--- src/rtl/sieve_largest_prime_factor_defines.svh ---
// Assertion macros for the sieve largest prime factor block
`ifndef SIEVE_LARGEST_PRIME_FACTOR_DEFINES_SVH
`define SIEVE_LARGEST_PRIME_FACTOR_DEFINES_SVH

// checked after reset is released
`define LPF_ASSERT(lbl, prop, msg) \
    lbl: assert property (@(posedge i_clk) disable iff (!i_rst_n) prop) else $error(msg);

// checked at every edge, reset included
`define LPF_ASSERT_ALWAYS(lbl, prop, msg) \
    lbl: assert property (@(posedge i_clk) prop) else $error(msg);

`endif

--- src/rtl/lpf_pkg.sv ---
// Types, codes and defaults shared by the sieve largest prime factor block
package lpf_pkg;

    localparam int LPF_MAX_VALUE   = 65535;
    localparam int LPF_PRIME_DEPTH = 8192;

    localparam logic OP_BUILD = 1'b0;
    localparam logic OP_QUERY = 1'b1;

    typedef enum logic [1:0] {
        ST_OK      = 2'd0,
        ST_ONE     = 2'd1,
        ST_RANGE   = 2'd2,
        ST_NOBUILD = 2'd3
    } t_status;

    typedef struct packed {
        logic        op;
        logic [15:0] value;
    } t_in_word;

    typedef struct packed {
        t_status     status;
        logic [15:0] largest_factor;
        logic [14:0] other_multiples;
    } t_out_word;

    typedef enum logic [4:0] {
        DP_NOP,
        DP_LOAD,
        DP_CLR_INIT,
        DP_CLR_STEP,
        DP_P_INIT,
        DP_P_RD,
        DP_P_CHK,
        DP_K_RD,
        DP_Q_MUL,
        DP_MARK,
        DP_K_INC,
        DP_P_INC,
        DP_Q_INIT,
        DP_REM_RD,
        DP_COMP_LATCH,
        DP_Q_LOAD,
        DP_DIV_REM,
        DP_REM_UPD,
        DP_DIV_LIM,
        DP_OUT_BUILD,
        DP_OUT_NB,
        DP_OUT_ONE,
        DP_OUT_RANGE,
        DP_OUT_OK
    } t_dp_op;

    typedef struct packed {
        logic is_query;
        logic built;
        logic val_one;
        logic val_bad;
        logic n_lt2;
        logic p_eq_n;
        logic map_bit;
        logic comp;
        logic k_ge_count;
        logic m_gt_n;
        logic div_done;
        logic div_rem_zero;
    } t_dp_stat;

    typedef enum logic [4:0] {
        S_IDLE,
        S_DISPATCH,
        S_CLR,
        S_PSTART,
        S_PRD,
        S_PCHK,
        S_KRD,
        S_QMUL,
        S_MARK,
        S_BDIV,
        S_NEXTP,
        S_QRD,
        S_QCOMP,
        S_QCHK,
        S_QLOAD,
        S_QDIV0,
        S_QDIV,
        S_IRD,
        S_ICOMP,
        S_IKINC,
        S_LDIV
    } t_state;

endpackage

--- src/rtl/lpf_ctrl.sv ---
// Controller state machine sequencing sieve builds and factor queries
module lpf_ctrl import lpf_pkg::*; (
    input  logic     i_clk,
    input  logic     i_rst_n,
    input  logic     i_start,
    input  t_dp_stat i_stat,
    output t_dp_op   o_op,
    output logic     o_busy
);
    t_state r_state, n_state;

    always_ff @(posedge i_clk) begin
        if (!i_rst_n) begin
            r_state <= S_IDLE;
        end else begin
            r_state <= n_state;
        end
    end

    always_comb begin
        n_state = r_state;
        o_op    = DP_NOP;
        unique case (r_state)
            S_IDLE: begin
                if (i_start) begin
                    o_op    = DP_LOAD;
                    n_state = S_DISPATCH;
                end
            end
            S_DISPATCH: begin
                priority if (!i_stat.is_query) begin
                    o_op    = DP_CLR_INIT;
                    n_state = S_CLR;
                end else if (!i_stat.built) begin
                    o_op    = DP_OUT_NB;
                    n_state = S_IDLE;
                end else if (i_stat.val_one) begin
                    o_op    = DP_OUT_ONE;
                    n_state = S_IDLE;
                end else if (i_stat.val_bad) begin
                    o_op    = DP_OUT_RANGE;
                    n_state = S_IDLE;
                end else begin
                    o_op    = DP_Q_INIT;
                    n_state = S_QRD;
                end
            end
            S_CLR: begin
                o_op = DP_CLR_STEP;
                if (i_stat.p_eq_n) begin
                    n_state = S_PSTART;
                end
            end
            S_PSTART: begin
                if (i_stat.n_lt2) begin
                    o_op    = DP_OUT_BUILD;
                    n_state = S_IDLE;
                end else begin
                    o_op    = DP_P_INIT;
                    n_state = S_PRD;
                end
            end
            S_PRD: begin
                o_op    = DP_P_RD;
                n_state = S_PCHK;
            end
            S_PCHK: begin
                o_op    = DP_P_CHK;
                n_state = S_KRD;
            end
            S_KRD: begin
                if (i_stat.k_ge_count) begin
                    n_state = S_NEXTP;
                end else begin
                    o_op    = DP_K_RD;
                    n_state = S_QMUL;
                end
            end
            S_QMUL: begin
                o_op    = DP_Q_MUL;
                n_state = S_MARK;
            end
            S_MARK: begin
                if (i_stat.m_gt_n) begin
                    n_state = S_NEXTP;
                end else begin
                    o_op    = DP_MARK;
                    n_state = S_BDIV;
                end
            end
            S_BDIV: begin
                if (i_stat.div_done) begin
                    if (i_stat.div_rem_zero) begin
                        n_state = S_NEXTP;
                    end else begin
                        o_op    = DP_K_INC;
                        n_state = S_KRD;
                    end
                end
            end
            S_NEXTP: begin
                if (i_stat.p_eq_n) begin
                    o_op    = DP_OUT_BUILD;
                    n_state = S_IDLE;
                end else begin
                    o_op    = DP_P_INC;
                    n_state = S_PRD;
                end
            end
            S_QRD: begin
                o_op    = DP_REM_RD;
                n_state = S_QCOMP;
            end
            S_QCOMP: begin
                o_op    = DP_COMP_LATCH;
                n_state = S_QCHK;
            end
            S_QCHK: begin
                if (!i_stat.comp || i_stat.k_ge_count) begin
                    o_op    = DP_DIV_LIM;
                    n_state = S_LDIV;
                end else begin
                    o_op    = DP_K_RD;
                    n_state = S_QLOAD;
                end
            end
            S_QLOAD: begin
                o_op    = DP_Q_LOAD;
                n_state = S_QDIV0;
            end
            S_QDIV0: begin
                o_op    = DP_DIV_REM;
                n_state = S_QDIV;
            end
            S_QDIV: begin
                if (i_stat.div_done) begin
                    if (i_stat.div_rem_zero) begin
                        o_op    = DP_REM_UPD;
                        n_state = S_IRD;
                    end else begin
                        o_op    = DP_K_INC;
                        n_state = S_QCHK;
                    end
                end
            end
            S_IRD: begin
                o_op    = DP_REM_RD;
                n_state = S_ICOMP;
            end
            S_ICOMP: begin
                o_op    = DP_COMP_LATCH;
                n_state = i_stat.map_bit ? S_QDIV0 : S_IKINC;
            end
            S_IKINC: begin
                o_op    = DP_K_INC;
                n_state = S_QCHK;
            end
            S_LDIV: begin
                if (i_stat.div_done) begin
                    o_op    = DP_OUT_OK;
                    n_state = S_IDLE;
                end
            end
            default: n_state = S_IDLE;
        endcase
    end

    assign o_busy = (r_state != S_IDLE);
endmodule

--- config.mk ---
export PLATFORM = sky130hd
export DESIGN_NAME = lpf_ctrl
export DESIGN_NICKNAME = d
export VERILOG_FILES = /design/src/rtl/sieve_largest_prime_factor_defines.svh /design/src/rtl/lpf_pkg.sv /design/src/rtl/lpf_ctrl.sv
export SDC_FILE = /design/constraint.sdc
export NUM_CORES = 1
export LEC_CHECK = 0
export BUFFER_PORTS_ARGS = -buffer_cell sky130_fd_sc_hd__buf_4
export CORE_MARGIN = 4
export CORE_UTILIZATION = 54
export CTS_CLUSTER_SIZE = 24
export DETAILED_ROUTE_END_ITERATION = 16
export MAX_ROUTING_LAYER = met4
export PLACE_DENSITY = 0.79
export SYNTH_ARGS = -nofsm -noshare
export SYNTH_HDL_FRONTEND = slang
export SYNTH_SLANG_ARGS = --single-unit
--- constraint.sdc ---
create_clock -name i_clk -period 2.2 [get_ports i_clk]
set_input_delay 0.22 -clock i_clk [delete_from_list [all_inputs] [get_ports i_clk]]
set_output_delay 0.22 -clock i_clk [all_outputs]
set_load 0.01 [all_outputs]
==> impl_metrics.tcl, run 1 <==
set metrics [dict create \
    dr.pass1.iters 5 \
    setup_viol_count_final 0 \
    postSynthCellCount 147 \
    cap_violations 0 \
    yosysWarnings 0 \
    path_max_fanout 6 \
    worstSetupEndpointType "output pin" \
    layout_min_cycle_time_ns 2.11 \
    clk_latency_ns 0.23 \
    largest_reg_flops 5 \
    avgSynthCellArea_um2 6.64 \
    power_leakage_nw 0.482 \
    drive_above_1_share_pct 27.1 \
    synth_area_um2 976 \
    synth-async-reset-ratio_pct 0 \
    cts_setup_buffers 0 \
    track_usage_pct 27.1 \
    final_common_cell "buf_4" \
    cts.clk_slew.worst_paths_ns 0.04 \
    synth-main-ff-cell "dfxtp_1" \
    yosysUniqueCellTypes 52 \
    place.gp.congestion 0.983 \
    syn2layout_area_growth_pct 24.9 \
    grt_pass1_wl_mm 5.28 \
    finalClockSkew_ns 0.00134 \
    initial_core_util_pct 56.5 \
    max_freq_mhz 474 \
    crit_start "r_state[1]$_SDFFE_PN0P_" \
    num_vias 1264 \
    antenna_found_initial 0 \
    io_pins 21 \
    wl_per_cell_um 16.8 \
    drt-total-wl_mm 3.29 \
    cts_tree "built" \
    maxSlewHeadroom_pct 58.4 \
    grt_setup_unrepaired "false" \
    power.density_nw_per_um2 384 \
    die_w_um 50.5 \
    gr-total-overflow 0 \
    hp-class "in -> reg" \
    row_count 15 \
    synth_area_leaders "dfxtp_1, nor2b_1, nand2_1" \
    numPortBuffers 20 \
    top_regs "r_state (5)" \
    cts_num_sinks 5 \
    clockBufferDepth 2 \
    num_antenna_cells 0 \
    r2r-start "r_state[1]$_SDFFE_PN0P_" \
    drc 0 \
    die_area_um2 2550 \
    worstMarginPinSlew_ns 0.619 \
    largest_register "r_state" \
    synth-seq-cells 5 \
    status "complete, no violations" \
    cts_made_buffers 3 \
    dp_hpwl_mm 2.57 \
    cts_root_buffer "clkbuf_4" \
    critPathKind "reg -> out" \
    syn-num-nets 162 \
    drtAntennaViolNets 0 \
    worstHoldStart "i_rst_n" \
    finalCritPeriodShare_pct 95.9 \
    yosysTopAreaCellShare_pct 10.3 \
    power_mw 0.468 \
    cp_data_required_time_ns 1.98 \
    peakVddDrop_uv 465 \
    drtIter0Drc 76 \
    yosysTopAreaCell "dfxtp_1" \
    cp.arrival_ns 1.89 \
    grt_pass1_vias 1172 \
    finalHoldViolations 0 \
    synth_edf_count 0 \
    slew_violations 0 \
    chipHeight_um 50.5 \
    layout_common_cells "buf_4, nand2_1, nor2_1, nor2b_1, a21oi_1" \
    htree_levels 1 \
    setup_total_negative_slack_ns 0 \
    grt_max_degree 21 \
    ys_seq_area_share_pct 10.3 \
    cp-start-kind "flip-flop" \
    drt-vias-per-instance 6.48 \
    fin_nets 186 \
    core_um2 1730 \
]
logic make-up after synthesis:
group | after synthesis | synth area share [%]
AND/OR/NAND/NOR | 76 | 43.7
flip-flops | 5 | 10.3
buffers and inverters | 16 | 6.92
AO/OA/AOI/OAI | 50 | 39.1
per-layer routing:
metal | global-route usage (%) | vias to the layer above | wire (um)
li1 | - | 607 | -
met1 | 36.4 | 582 | 1320
met2 | 43.9 | 69 | 1600
met3 | 1.19 | 6 | 332
met4 | 8.07 | 0 | 38
met5 | - | - | 0
cell type report:
type	count	area, um2
Sequential cell	5	103
Fill cell	163	508
Inverter	4	15.0
Tap cell	25	31.3
Timing Repair Buffer	31	233
Clock buffer	4	26.3
Multi-Input combinational cell	126	811
path summary, 6_finish.rpt:
path,to,slack (ns),depth (start not counted)
setup / recovery,o_op[3],0.09,5
hold / removal,r_state[1]$_SDFFE_PN0P_,0.27,2
setup reg to reg,r_state[4]$_SDFFE_PN0P_,0.32,5
hold reg to reg,r_state[2]$_SDFFE_PN0P_,0.72,3
power by group:
group	switching (mW)	internal, mW
sequential	0.0154	0.0974
clock	0.0313	0.0682
combinational	0.134	0.122
critical path, cell delays in order, from the launching register on:
cell and delay [ns]:
dfxtp_1 0.36, or4_4 0.57, or3_4 0.41, o21ai_2 0.08, a2111o_1 0.13, buf_4 0.11
through the flow:
stage | worst slack [ns] | instance area [um2] | cells | hold slack (ns) | util [%]
after floorplan | 0.501 | 976 | 147 | 0.353 | -
after global placement | 0.295 | 1190 | 191 | 0.496 | 68.8
after detailed placement | 0.285 | 1190 | 191 | 0.499 | 68.8
after CTS | 0.0348 | 1210 | 195 | 0.256 | 70.3
after global routing | 0.0274 | 1220 | 195 | 0.269 | 70.6
final | 0.0908 | 1220 | 195 | 0.266 | 70.6
synthesized netlist by cell type, types with 3 or more instances:
library cell  number
dfxtp_1            5
buf_2              6
nand3_1            4
nor2_1            15
clkbuf_1           5
o22ai_1            3
inv_1              4
nand3b_1           3
a21oi_1            9
o21ai_0            5
nand2_1           17
nor2b_1           11
nand2b_1           5
o32ai_1            4
a311oi_1           3
repair_timing:
action | CTS | global route
gates resized for setup | 0 | 3
setup endpoints to repair | 0 | 5
hold buffers | 0 | 0
Power figures use the tool's default switching activity.
==> run 2, diff against run 1 <==
- MAX_ROUTING_LAYER: met4 -> default
==> impl_metrics.tcl, run 2 (synthesis gave the netlist of run 1 again) <==
set metrics [dict create \
    largest_register "r_state" \
    power_leakage_nw 0.476 \
    slew_violations 0 \
    path_max_fanout 8 \
    setup_total_negative_slack_ns 0 \
    largest_reg_flops 5 \
    status "complete, no violations" \
    grt_pass1_vias 1132 \
    cp_data_required_time_ns 1.98 \
    peakVddDrop_uv 420 \
    finalCritPeriodShare_pct 96.2 \
    critPathKind "reg -> out" \
    place.gp.congestion 0.966 \
    drt-total-wl_mm 3.31 \
    grt_use_met2_pct 44.6 \
    hold_depth 2 \
    final-seq-area_um2 104 \
    dr.pass1.iters 4 \
    multiInputGateArea_um2 818 \
    drive_above_1_share_pct 28.0 \
    gr-max-usage-layer "met2" \
    drc 0 \
    cts_num_sinks 5 \
    antenna_found_initial 0 \
    drtIter0Drc 63 \
    numPortBuffers 20 \
    final_common_cell "buf_4" \
    layout_min_cycle_time_ns 2.12 \
    power_mw 0.470 \
    max_freq_mhz 473 \
    reg2regPathDepth 6 \
    syn2layout_area_growth_pct 24.6 \
    worstMarginPinSlew_ns 0.519 \
    io_pins 21 \
    drt-vias-per-instance 6.46 \
    worstSetupEndpointType "output pin" \
    fill_cells 153 \
    drtAntennaViolNets 0 \
    core_um2 1730 \
    htree_levels 1 \
    cap_violations 0 \
    hp-class "in -> reg" \
    grtUsageMet1_pct 36.4 \
    fin_nets 184 \
    cts.clk_slew.worst_paths_ns 0.05 \
    power.density_nw_per_um2 387 \
    clk_latency_ns 0.24 \
    row_count 15 \
    wl_per_cell_um 17.2 \
    grt_pass1_wl_mm 5.48 \
    clockBufferDepth 2 \
    maxSlewHeadroom_pct 65.1 \
    gr-total-overflow 0 \
    die_area_um2 2550 \
    dp_hpwl_mm 2.54 \
    cts_made_buffers 3 \
    met3_usage_pct 4.15 \
    cp-start-kind "flip-flop" \
    chipHeight_um 50.5 \
    track_usage_pct 27.7 \
    cts_setup_buffers 0 \
    finalHoldViolations 0 \
    cts_root_buffer "clkbuf_4" \
    grt_max_degree 23 \
    cp.arrival_ns 1.90 \
    cts_tree "built" \
    layout_common_cells "buf_4, nand2_1, nor2_1, nor2b_1, a21oi_1" \
    top_regs "r_state (5)" \
    grt_setup_unrepaired "false" \
    num_antenna_cells 0 \
    setup_viol_count_final 0 \
    cts-hold-fix-buffers 0 \
    initial_core_util_pct 56.5 \
    die_w_um 50.5 \
    finalClockSkew_ns 0.00932 \
    num_vias 1246 \
]
-- run 2: changes by cell type in the layout (fill, tap and decap cells not counted) --
cell and delta:
buf_4 -3, dfxtp_1 -1, dfxtp_2 +1, nor2b_2 +1
nor3_1 -1, nor3_2 +1, buf_6 +1, nor2b_1 -1
-- run 2: what timing repair did --
item / CTS / global route
gates cloned: 0 / 0
endpoints found under the setup margin: 1 / 4
endpoints found under the hold margin: 0 / 0
resized for setup: 1 / 6
-- run 2: critical path, stage by stage, from the launching register on --
cell and delay [ns]:
dfxtp_2 0.36, or4_4 0.54, or3_4 0.40, o21ai_2 0.09
a2111o_1 0.14, buf_4 0.11
-- run 2: area by class of cell --
class,instances,share of cell area [%]
multi-input combinational,126,67.3
tap,25,2.57
inverter,4,1.23
sequential,5,8.54
timing repair buffer,29,18.2
clock buffer,4,2.16
-- run 2: final timing paths --
kind,to,slack [ns],start
setup / recovery,o_op[3],0.08,r_state[2]$_SDFFE_PN0P_
hold / removal,r_state[1]$_SDFFE_PN0P_,0.24,i_rst_n
setup reg to reg,r_state[2]$_SDFFE_PN0P_,0.42,r_state[4]$_SDFFE_PN0P_
hold reg to reg,r_state[2]$_SDFFE_PN0P_,0.54,r_state[2]$_SDFFE_PN0P_
-- run 2: through the flow --
stage / area (um2) / util (%) / setup slack, ns / cells / hold WS, ns
floorplan: 976 / - / 0.501 / 147 / 0.353
detailed placement: 1170 / 67.9 / 0.249 / 189 / 0.477
global route: 1220 / 70.4 / 0.00888 / 193 / 0.243
CTS: 1200 / 69.5 / 0.00757 / 193 / 0.234
global placement: 1170 / 67.9 / 0.270 / 189 / 0.479
finish: 1220 / 70.4 / 0.0844 / 193 / 0.244
-- run 2: report_power, final --
| group | internal, mW | total [mW] | switching (mW) |
|---|---|---|---|
| Combinational | 0.116 | 0.247 | 0.131 |
| Sequential | 0.0972 | 0.115 | 0.0182 |
| Clock | 0.0687 | 0.107 | 0.0387 |
| Total | 0.282 | 0.470 | 0.188 |
-- run 2: layer usage --
layer	up-vias	share of wire [%]
met4	0	2.4
met1	580	43
met5	-	0
met2	59	47
met3	8	8.0
li1	599	-
==> run 3, diff against run 2 <==
- CORE_UTILIZATION: 54 -> 56
- CTS_BUF_LIST: default -> sky130_fd_sc_hd__clkbuf_2
- PLACE_DENSITY: 0.79 -> 0.82
==> impl_metrics.tcl, run 3 (synthesis gave the netlist of run 1 again) <==
set metrics [dict create \
    drt-vias-per-instance 7.20 \
    worstSetupEndpointType "output pin" \
    power.density_nw_per_um2 371 \
    syn2layout_area_growth_pct 20.6 \
    die_w_um 49.7 \
    row_count 14 \
    path_cells "or4_4 > or3_4 > o21ai_2 > a2111o_1 > buf_4" \
    slowest_stage "or4_4" \
    cp-start-kind "flip-flop" \
    num_antenna_cells 0 \
    layout_min_cycle_time_ns 2.04 \
    grt_pass1_wl_mm 5.61 \
    crit_family "simple AND/OR/NAND/NOR gates" \
    worstMarginPinSlew_ns 0.558 \
    path_max_fanout 12 \
    antenna_found_initial 0 \
    cp.arrival_ns 1.82 \
    cts_num_sinks 5 \
    post-place-ws_ns 0.236 \
    largest_register "r_state" \
    slew_violations 0 \
    cts_made_buffers 3 \
    final_common_cell "buf_4" \
    num_vias 1317 \
    maxSlewHeadroom_pct 62.5 \
    grt_setup_unrepaired "false" \
    chipHeight_um 49.7 \
    cp_data_required_time_ns 1.98 \
    dp_hpwl_mm 2.49 \
    grt_pass1_vias 1178 \
    core_um2 1580 \
    combPwrFrac_pct 55.4 \
    slowest_delay_ns 0.52 \
    gr-total-overflow 0 \
    placed_cell_area_um2 1150 \
    p_int_mw 0.258 \
    numPortBuffers 20 \
    cts-hold-fix-buffers 0 \
    drc 0 \
    peakVddDrop_uv 355 \
    cts_tree "built" \
    dr.pass1.iters 5 \
    power_leakage_nw 0.469 \
    place.gp.congestion 1.01 \
    p_sw_mw 0.179 \
    finalCritPeriodShare_pct 92.7 \
    cap_violations 0 \
    max_freq_mhz 490 \
    clockBufferDepth 2 \
    htree_levels 1 \
    drt-total-wl_mm 3.29 \
    drtIter0Drc 106 \
    cts_resized 1 \
    cts_root_buffer "clkbuf_2" \
    initial_core_util_pct 61.9 \
    setup_total_negative_slack_ns 0 \
    finalHoldViolations 0 \
    setup_ws_ns 0.160 \
    io_pins 21 \
    path_buf_inv 1 \
    wl_per_cell_um 18.0 \
    seqPwrFrac_pct 26.4 \
    power.share.switching_pct 41.0 \
    grt_max_degree 29 \
    fin_nets 183 \
    top_regs "r_state (5)" \
    status "complete, no violations" \
    setup_viol_count_final 0 \
    worst_hold_slack_ns 0.269 \
    largest_reg_flops 5 \
    hp-class "in -> reg" \
    critPathKind "reg -> out" \
    design_area_um2 1180 \
    fill_cells 132 \
    drtAntennaViolNets 0 \
    clk_latency_ns 0.20 \
    layout_common_cells "buf_4, nand2_1, nor2_1, nor2b_1, a21oi_1" \
    clkPwrFrac_pct 18.2 \
    track_usage_pct 28.2 \
    die_area_um2 2470 \
    drive_above_1_share_pct 26.3 \
    cts_setup_buffers 0 \
    finalClockSkew_ns 0.000118 \
    cts.clk_slew.worst_paths_ns 0.05 \
]
## run 3: cell types whose count changed in the layout (fill, tap and decap cells not counted), sizes merged
cell  previous run  this run
buf             29        28
## run 3: worst paths after layout
kind	slack [ns]	startpoint	end	cells past startpoint
max reg2reg	0.40	r_state[2]$_SDFFE_PN0P_	r_state[4]$_SDFFE_PN0P_	5
max	0.16	r_state[4]$_SDFFE_PN0P_	o_op[3]	5
min reg2reg	0.76	r_state[2]$_SDFFE_PN0P_	r_state[2]$_SDFFE_PN0P_	3
min	0.27	i_rst_n	r_state[1]$_SDFFE_PN0P_	2
## run 3: power groups by stage
stage          sequential, mW  combinational (mW)  clock, mW
2_1_floorplan           0.103               0.158          0
3_3_place_gp            0.114               0.233          0
3_5_place_dp            0.115               0.237          0
4_1_cts                 0.114               0.237     0.0847
5_1_grt                 0.117               0.265     0.0945
6_report                0.115               0.242     0.0794
## run 3: layout make-up
class | instances | area (um2) | share of cell area [%]
clock buffer | 4 | 20.0 | 1.70
inverter | 4 | 15.0 | 1.28
multi-input combinational | 126 | 808 | 68.7
sequential | 5 | 104 | 8.82
tap | 16 | 20.0 | 1.70
timing repair buffer | 28 | 210 | 17.9
## run 3: through the flow
step / std cells / power, mW / utilization, %
floorplan: 147 / 0.260 / -
global placement: 179 / 0.347 / 73.2
detailed placement: 179 / 0.352 / 73.2
CTS: 183 / 0.436 / 74.5
global route: 183 / 0.476 / 74.7
finish: 183 / 0.437 / 74.7
## run 3: routing by layer
metal	vias up	GRT usage, %	routed length (um)
met3	14	3.61	338
met1	602	38.7	1330
li1	600	-	-
met2	101	44.3	1540
met5	-	0	0
met4	0	10.6	75
